`src/hdl/bsfp_pkg.sv`:
```
// shared types, constants and elaboration-time functions of the brush stamp falloff block
package bsfp_pkg;

    localparam int D_W        = 18;
    localparam int ROOT_W     = 25;
    localparam int Q_W        = 17;
    localparam int SIZE_W     = 9;
    localparam int EXPO_W     = 12;
    localparam int OPAC_W     = 9;
    localparam int COLOR_W    = 8;
    localparam int COORD_W    = 8;
    localparam int CFG_IDX_W  = 3;
    localparam int CFG_DATA_W = 12;
    localparam int FRAC_PAIRS = 16;
    localparam int EXP_STEPS  = 16;
    localparam int LOG_STEPS  = 16;
    localparam int LATENCY    = 83;

    localparam logic [Q_W-1:0] Q_ONE = 17'h10000;

    typedef struct packed {
        logic valid;
        logic hit;
    } bsfp_ctl_t;

    typedef enum logic [CFG_IDX_W-1:0] {
        CFG_SIZE     = 3'd0,
        CFG_HARDNESS = 3'd1,
        CFG_OPACITY  = 3'd2,
        CFG_RED      = 3'd3,
        CFG_GREEN    = 3'd4,
        CFG_BLUE     = 3'd5
    } bsfp_cfg_idx_t;

    function automatic logic [63:0] isqrt64(input logic [63:0] val);
        logic [63:0] v;
        logic [63:0] res;
        logic [63:0] bit_m;
        v     = val;
        res   = '0;
        bit_m = 64'h4000_0000_0000_0000;
        for (int i = 0; i < 32; i++) begin
            if (v >= res + bit_m) begin
                v   = v - (res + bit_m);
                res = (res >> 1) + bit_m;
            end else begin
                res = res >> 1;
            end
            bit_m = bit_m >> 2;
        end
        return res;
    endfunction

    // repeated square roots of one half, q0.32
    function automatic logic [31:0] exp_root(input int idx);
        logic [63:0] r;
        r = 64'h8000_0000;
        for (int j = 1; j <= idx; j++) begin
            r = isqrt64(r << 32);
        end
        return r[31:0];
    endfunction

endpackage

```
`src/hdl/bsfp_root.sv`:
```
// pipelined square root of the scaled distance and division by the stamp size
module bsfp_root
    import bsfp_pkg::*;
(
    input  logic              clk,
    input  logic              rst_n,
    input  bsfp_ctl_t         in_ctl,
    input  logic [D_W-1:0]    in_d,
    input  logic [SIZE_W-1:0] size,
    output bsfp_ctl_t         out_ctl,
    output logic [Q_W-1:0]    out_t
);

    localparam int SQ_N  = ROOT_W;
    localparam int REM_W = ROOT_W + 3;
    localparam int DV_N  = Q_W;

    bsfp_ctl_t         sq_ctl_reg  [SQ_N];
    logic [D_W-1:0]    sq_d_reg    [SQ_N];
    logic [REM_W-1:0]  sq_rem_reg  [SQ_N];
    logic [ROOT_W-1:0] sq_root_reg [SQ_N];

    bsfp_ctl_t         dv_ctl_reg [DV_N];
    logic [SIZE_W-1:0] dv_rem_reg [DV_N];
    logic [Q_W-1:0]    dv_q_reg   [DV_N];
    logic [Q_W-1:0]    dv_lo_reg  [DV_N];

    // one root bit per stage
    for (genvar s = 0; s < SQ_N; s++) begin : g_sq
        localparam int P = SQ_N - 1 - s;
        bsfp_ctl_t         ctl_prev;
        logic [D_W-1:0]    d_prev;
        logic [REM_W-1:0]  rem_prev;
        logic [ROOT_W-1:0] root_prev;
        logic [1:0]        pair;
        logic [REM_W-1:0]  rem_sh;
        logic [REM_W-1:0]  trial;
        logic [REM_W-1:0]  rem_next;
        logic [ROOT_W-1:0] root_next;

        if (s == 0) begin : g_head
            assign ctl_prev  = in_ctl;
            assign d_prev    = in_d;
            assign rem_prev  = '0;
            assign root_prev = '0;
        end else begin : g_body
            assign ctl_prev  = sq_ctl_reg[s-1];
            assign d_prev    = sq_d_reg[s-1];
            assign rem_prev  = sq_rem_reg[s-1];
            assign root_prev = sq_root_reg[s-1];
        end

        if (P >= FRAC_PAIRS) begin : g_data
            assign pair = d_prev[2*(P-FRAC_PAIRS)+1 -: 2];
        end else begin : g_frac
            assign pair = 2'b00;
        end

        always_comb
        begin
            rem_sh = {rem_prev[REM_W-3:0], pair};
            trial  = {1'b0, root_prev, 2'b01};
            if (rem_sh >= trial)
            begin
                rem_next  = rem_sh - trial;
                root_next = {root_prev[ROOT_W-2:0], 1'b1};
            end
            else
            begin
                rem_next  = rem_sh;
                root_next = {root_prev[ROOT_W-2:0], 1'b0};
            end
        end

        always_ff @(posedge clk or negedge rst_n)
        begin
            if (!rst_n)
                sq_ctl_reg[s] <= '0;
            else
                sq_ctl_reg[s] <= ctl_prev;
        end

        always_ff @(posedge clk)
        begin
            sq_d_reg[s]    <= d_prev;
            sq_rem_reg[s]  <= rem_next;
            sq_root_reg[s] <= root_next;
        end
    end

    // one quotient bit per stage
    for (genvar j = 0; j < DV_N; j++) begin : g_dv
        localparam int B = DV_N - 1 - j;
        bsfp_ctl_t         ctl_prev;
        logic [SIZE_W-1:0] rem_prev;
        logic [Q_W-1:0]    q_prev;
        logic [Q_W-1:0]    lo_prev;
        logic [SIZE_W:0]   rem_sh;
        logic [SIZE_W-1:0] rem_next;
        logic              q_bit;

        if (j == 0) begin : g_head
            assign ctl_prev = sq_ctl_reg[SQ_N-1];
            assign rem_prev = SIZE_W'(sq_root_reg[SQ_N-1][ROOT_W-1:Q_W]);
            assign q_prev   = '0;
            assign lo_prev  = sq_root_reg[SQ_N-1][Q_W-1:0];
        end else begin : g_body
            assign ctl_prev = dv_ctl_reg[j-1];
            assign rem_prev = dv_rem_reg[j-1];
            assign q_prev   = dv_q_reg[j-1];
            assign lo_prev  = dv_lo_reg[j-1];
        end

        always_comb
        begin
            rem_sh = {rem_prev, lo_prev[B]};
            if (rem_sh >= {1'b0, size})
            begin
                rem_next = SIZE_W'(rem_sh - {1'b0, size});
                q_bit    = 1'b1;
            end
            else
            begin
                rem_next = rem_sh[SIZE_W-1:0];
                q_bit    = 1'b0;
            end
        end

        always_ff @(posedge clk or negedge rst_n)
        begin
            if (!rst_n)
                dv_ctl_reg[j] <= '0;
            else
                dv_ctl_reg[j] <= ctl_prev;
        end

        always_ff @(posedge clk)
        begin
            dv_rem_reg[j] <= rem_next;
            dv_q_reg[j]   <= {q_prev[Q_W-2:0], q_bit};
            dv_lo_reg[j]  <= lo_prev;
        end
    end

    assign out_ctl = dv_ctl_reg[DV_N-1];
    assign out_t   = dv_q_reg[DV_N-1];

endmodule

```
`config.mk`:
```
export PLATFORM = sky130hd
export DESIGN_NAME = bsfp_root
export DESIGN_NICKNAME = d
export VERILOG_FILES = /design/src/hdl/bsfp_pkg.sv /design/src/hdl/bsfp_root.sv
export SDC_FILE = /design/constraint.sdc
export NUM_CORES = 2
export LEC_CHECK = 0
export ABC_AREA = 1
export BUFFER_PORTS_ARGS = -buffer_cell sky130_fd_sc_hd__buf_2
export CORE_MARGIN = 2
export CORE_UTILIZATION = 60
export DETAILED_ROUTE_END_ITERATION = 12
export PLACE_DENSITY = 0.75
export SKIP_CTS_REPAIR_TIMING = 1
export SYNTH_ARGS = -nofsm -noshare
export SYNTH_HDL_FRONTEND = slang
export SYNTH_SLANG_ARGS = --single-unit
export TNS_END_PERCENT = 20
```
`constraint.sdc`:
```
create_clock -name clk -period 3.4 [get_ports clk]
set_clock_uncertainty 0.05 [all_clocks]
set_input_delay 1.02 -clock clk [delete_from_list [all_inputs] [get_ports clk]]
set_output_delay 1.02 -clock clk [all_outputs]
set_load 0.05 [all_outputs]
```
==> metrics.md <==
| Metric | Value |
|---|---|
| Final net count | around 11000 |
| Via count of the first global-routing pass | between 50000 and 60000 |
| PwrDens | ~800 nW/um^2 |
| CP endpoint | sq_rem_reg[2][16] |
| Maximum number of pins on one net before global-route repair | 85 |
| Total area of multi-input combinational cells | between 30000 and 40000 um^2 |
| Synthesized instance count | ~10000 |
| Remaining antenna violation count | 0 |
| Final std cell area, no fill | about 80000 um^2 |
| Worst path required time | around 4.1 ns |
| Highest Clock Rate | 0.3426 GHz |
| Placed cell areas | 74420 um^2 |
| Antenna violations before repair | 1 |
| Dominant cells by area after synthesis | sky130_fd_sc_hd__dfxtp_1, sky130_fd_sc_hd__nand2_1, sky130_fd_sc_hd__inv_1, sky130_fd_sc_hd__ha_1, sky130_fd_sc_hd__nand3_1 |
| Depth of the most critical reg-to-reg path | 15 |
| Cell taking the most area after synthesis | sky130_fd_sc_hd__dfxtp_1 |
| Critical path peak fanout | 13 |
| Area growth syn-to-layout | 9.789% |
| Number of antenna diodes | 0 |
| Number of H-tree levels | 4 |
| DP HPWL | 143.7 mm |
| Outcome | finished, final reports clean |
| Area used by sequential logic in the layout | just over 30000 um^2 |
| Number of enable flip-flop cells after synthesis | 0 |
| Clock transition at path regs | approximately 0.060 ns |
| Number of buffers created by CTS | around 150 |
| R2R Setup Slk | between 0.4 and 0.5 ns |
| Number of remaining DRC errors | 0 |
| Path type of the worst setup path | register to register |
| Global-route usage over all layers | 29.25% |
| Max Transition Viols Final | 0 |
| Die area | 124000 um^2 |
| Highest-delay cell along the critical path | sky130_fd_sc_hd__dfxtp_1 |
| Crit-path max cell delay | between 0.4 and 0.5 ns |
| CTS Root Cell | sky130_fd_sc_hd__clkbuf_16 |
| Avg Synthesized Cell Area | around 7.2 um^2 |
| Ordered cell list for the critical path | inv_1 -> ha_1 -> fa_1 -> nand2_1 -> nand2_1 -> nand3_1 -> nand2_2 -> nand2_1 -> nand2_1 -> nand2_1 -> nand2_1 -> inv_1 -> buf_4 -> nand2_1 -> nand2_1 |
| Setup TNS | 0 ns |
| Detailed Route WL | between 150 and 200 mm |
| Most used flip-flop cell after synthesis | sky130_fd_sc_hd__dfxtp_1 |
| Effective utilization at floorplan | around three fifths |
| Cells after DPL | approximately 12000 |
| Height of the die | ~350 um |
| IO Count | 50 |
| Hold WS | around 0.25 ns |
| Critical Path Start | sq_rem_reg[1][197] |
| Amount of wire on met2 after detailed routing | ~84 mm |
| Buffers from clock root to sink, at most | 3 |
| Worst rel slew slack | between 30% and 40% |
| Cell Rows | between 100 and 150 |
| Yosys warning count | 0 |
| Initial DRT Pass Iterations | 8 |
| Fin crit share | 85.85% |
| Critical path endpoint category | register |
| Fin crit period | approximately 3 ns |
| Met1 wire length | 83.88 mm |
| Top Layer Used | met4 |
| Worst path arrival time | 3.58 ns |
| Top cell by count, worst path | sky130_fd_sc_hd__nand2_1 |
| Via total after detailed routing | just over 60000 |
| Die width | between 300 and 400 um |
| Sequential area share after synthesis | about two fifths |
| Worst setup SP type | register |
| Fraction of final layout cells sized beyond drive strength 1 | 5.312% |
| RSZ-0062 raised after global routing | false |
| Top cell type's share of synthesized area | 38.65% |
| Worst voltage drop across the vdd grid | 0.0005736 V |
| Number of clock sinks seen by CTS | between 1000 and 1500 |
| Total overflow reported by the global router | 0 |
| Start of the worst register-to-register path | sq_rem_reg[1][197] |
| Final weighted congestion of routability-driven global placement | 0.9618 |
| First-pass GRT wire length | 295.5 mm |
| Max-cap check violation count | 0 |
| Post-synthesis instance area | between 70000 and 80000 um^2 |
| Final setup violating endpoints | 0 |
| IO buf count | slightly below 50 |
| CTS tree | built |
| Flip-flop and latch count after synthesis | around 1500 |
| DR WL/cell | around 15 um |
| Final-report hold violation count | 0 |
| Final standard cell count with taps included and fillers excluded | between 10000 and 15000 |
| Flip-flop count of the largest register, all copies and words added | just under 600 |
| Type of the most critical hold path | register to register |
| Core box area | 120100 um^2 |
| Number of DRC markers in iteration 0 | between 4000 and 5000 |
| Syn Nets | 10590 |
| Layout fillers | 10550 |
| Wire length on met3 | around 11 mm |
| Vias per inst | just over 5 |
| Worst R2R End | sq_rem_reg[2][16] |
| Actual slew at the worst max-slew pin | just under 1 ns |
| Static power due to leakage | approximately 43 nW |
| Proportion of register bits with asynchronous set or reset after synthesis | between 5 and 6% |
| Worst-Skew Late Latency | around 0.78 ns |
| Distinct cell type count after synthesis | 57 |
worst min-delay path by stage:
| stage | start | slack [ns] | depth (start not counted) | to |
|---|---|---|---|---|
| 2_1_floorplan | sq_root_reg[1][200] | 0.26 | 0 | dv_lo_reg[0][0] |
| 3_3_place_gp | dv_lo_reg[0][204] | 0.26 | 0 | dv_lo_reg[0][221] |
| 3_5_place_dp | dv_lo_reg[0][89] | 0.26 | 0 | dv_lo_reg[0][106] |
| 4_1_cts | in_d[8] | 0.24 | 1 | sq_d_reg[0][8] |
| 5_1_grt | in_d[6] | 0.25 | 1 | sq_d_reg[0][6] |
| 6_report | dv_q_reg[0][242] | 0.25 | 0 | dv_q_reg[0][260] |
cell usage in the layout (no fill, tap or decap), types with 13 or more instances in the layout:
cell type                   instances
sky130_fd_sc_hd__inv_1           1639
sky130_fd_sc_hd__xor2_1           161
sky130_fd_sc_hd__o21ai_1           71
sky130_fd_sc_hd__and2_1            19
sky130_fd_sc_hd__a21o_1            13
sky130_fd_sc_hd__nand3_2           14
sky130_fd_sc_hd__clkbuf_1          24
sky130_fd_sc_hd__o21ai_0          133
sky130_fd_sc_hd__clkinv_2          23
sky130_fd_sc_hd__a21oi_1          407
sky130_fd_sc_hd__buf_2             48
sky130_fd_sc_hd__bufinv_16         23
sky130_fd_sc_hd__clkbuf_8          18
sky130_fd_sc_hd__nor3_1            74
sky130_fd_sc_hd__nand3b_1          99
sky130_fd_sc_hd__nand2_2           38
sky130_fd_sc_hd__buf_4             29
sky130_fd_sc_hd__dfrtp_1           84
sky130_fd_sc_hd__dfxtp_1         1404
sky130_fd_sc_hd__fa_1              31
sky130_fd_sc_hd__inv_2             22
sky130_fd_sc_hd__nand4_1          160
sky130_fd_sc_hd__a21oi_2           39
sky130_fd_sc_hd__xnor2_1          143
sky130_fd_sc_hd__or2_2             20
sky130_fd_sc_hd__a21boi_0          15
sky130_fd_sc_hd__nor2_1           832
sky130_fd_sc_hd__nor2_2            32
sky130_fd_sc_hd__ha_1             474
sky130_fd_sc_hd__clkbuf_16        154
sky130_fd_sc_hd__o21ai_2           22
sky130_fd_sc_hd__nand2_1         3253
sky130_fd_sc_hd__nand3_1          659
critical path, delay by kind of cell, from the launching register on:
family | cells | cell delay [ns]
adders and majority gates | 2 | 0.66
buffers and inverters | 3 | 0.76
and+or+nand+nor | 10 | 0.90
DFF | 1 | 0.48
synth_stat cells (3+ instances only):
cell type / number
sky130_fd_sc_hd__inv_1: 1639
sky130_fd_sc_hd__or2_2: 20
sky130_fd_sc_hd__o21ai_1: 71
sky130_fd_sc_hd__nor2_1: 832
sky130_fd_sc_hd__nor3_1: 74
sky130_fd_sc_hd__nand3_1: 659
sky130_fd_sc_hd__buf_4: 46
sky130_fd_sc_hd__a21oi_1: 407
sky130_fd_sc_hd__o21ai_2: 22
sky130_fd_sc_hd__and2_1: 19
sky130_fd_sc_hd__a211oi_1: 12
sky130_fd_sc_hd__nor2_4: 6
sky130_fd_sc_hd__buf_6: 45
sky130_fd_sc_hd__ha_1: 474
sky130_fd_sc_hd__xor2_1: 161
sky130_fd_sc_hd__nor2_2: 32
sky130_fd_sc_hd__nand3_2: 14
sky130_fd_sc_hd__a21oi_2: 39
sky130_fd_sc_hd__xnor2_1: 143
sky130_fd_sc_hd__fa_1: 31
sky130_fd_sc_hd__nor4_1: 10
sky130_fd_sc_hd__nand2_1: 3253
sky130_fd_sc_hd__o21ai_0: 133
sky130_fd_sc_hd__nand3b_1: 99
sky130_fd_sc_hd__or2_1: 5
sky130_fd_sc_hd__dfrtp_1: 84
sky130_fd_sc_hd__o21a_1: 5
sky130_fd_sc_hd__nand2_4: 3
sky130_fd_sc_hd__a21boi_0: 15
sky130_fd_sc_hd__a21o_1: 13
sky130_fd_sc_hd__dfxtp_1: 1404
sky130_fd_sc_hd__nand2_2: 38
sky130_fd_sc_hd__nand4_1: 160
sky130_fd_sc_hd__nor3b_1: 3
sky130_fd_sc_hd__buf_2: 13
sky130_fd_sc_hd__and3_1: 12
sky130_fd_sc_hd__o21bai_1: 11
sky130_fd_sc_hd__inv_2: 22
cells by family (layout without fill, tap and decap cells):
kind of cell | Yosys count | count (layout) | synth area share [%]
flip-flops | 1488 | 1488 | 41.54
AO/OA/AOI/OAI | 739 | 739 | 5.680
AND/OR/NAND/NOR | 5248 | 5248 | 30.19
other | 1 | 1 | 0.005157
buffers and inverters | 1772 | 2032 | 9.909
XOR/XNOR | 304 | 304 | 3.662
adder cells (fa/ha/maj) | 505 | 505 | 9.010
layer usage:
| layer | vias up | global-route usage (%) |
|---|---|---|
| met5 | - | 0 |
| met4 | 0 | 9.265 |
| met3 | 325 | 4.103 |
| met2 | 1834 | 48.41 |
| met1 | 27700 | 39.51 |
| li1 | 31530 | - |
area by class of cell:
| class | instances | share of cell area (%) |
|---|---|---|
| well taps | 1612 | 2.526 |
| clock buffers | 196 | 5.250 |
| clock inverters | 85 | 1.531 |
| flip-flops and latches | 1488 | 37.84 |
| repair buffers | 86 | 0.7993 |
| multi-input cells | 6797 | 44.22 |
| inverters | 1665 | 7.835 |
stage by stage:
stage | setup WS (ns) | utilization, % | total power, mW
CTS | 0.4937 | 66.46 | 63.94
global placement | 0.1313 | 61.95 | 45.70
floorplan | 0.6066 | - | 40.34
finish | 0.4812 | 66.46 | 63.89
global route | 0.3174 | 66.46 | 68.16
detailed placement | 0.04078 | 61.95 | 45.96
report_power, final:
part | total [mW] | internal, mW | switching [mW]
clock | 17.7 | 10.6 | 7.14
sequential | 24.9 | 21.8 | 3.09
combinational | 21.3 | 7.42 | 13.9
total | 63.9 | 39.8 | 24.1
Power figures use the tool's default switching activity.
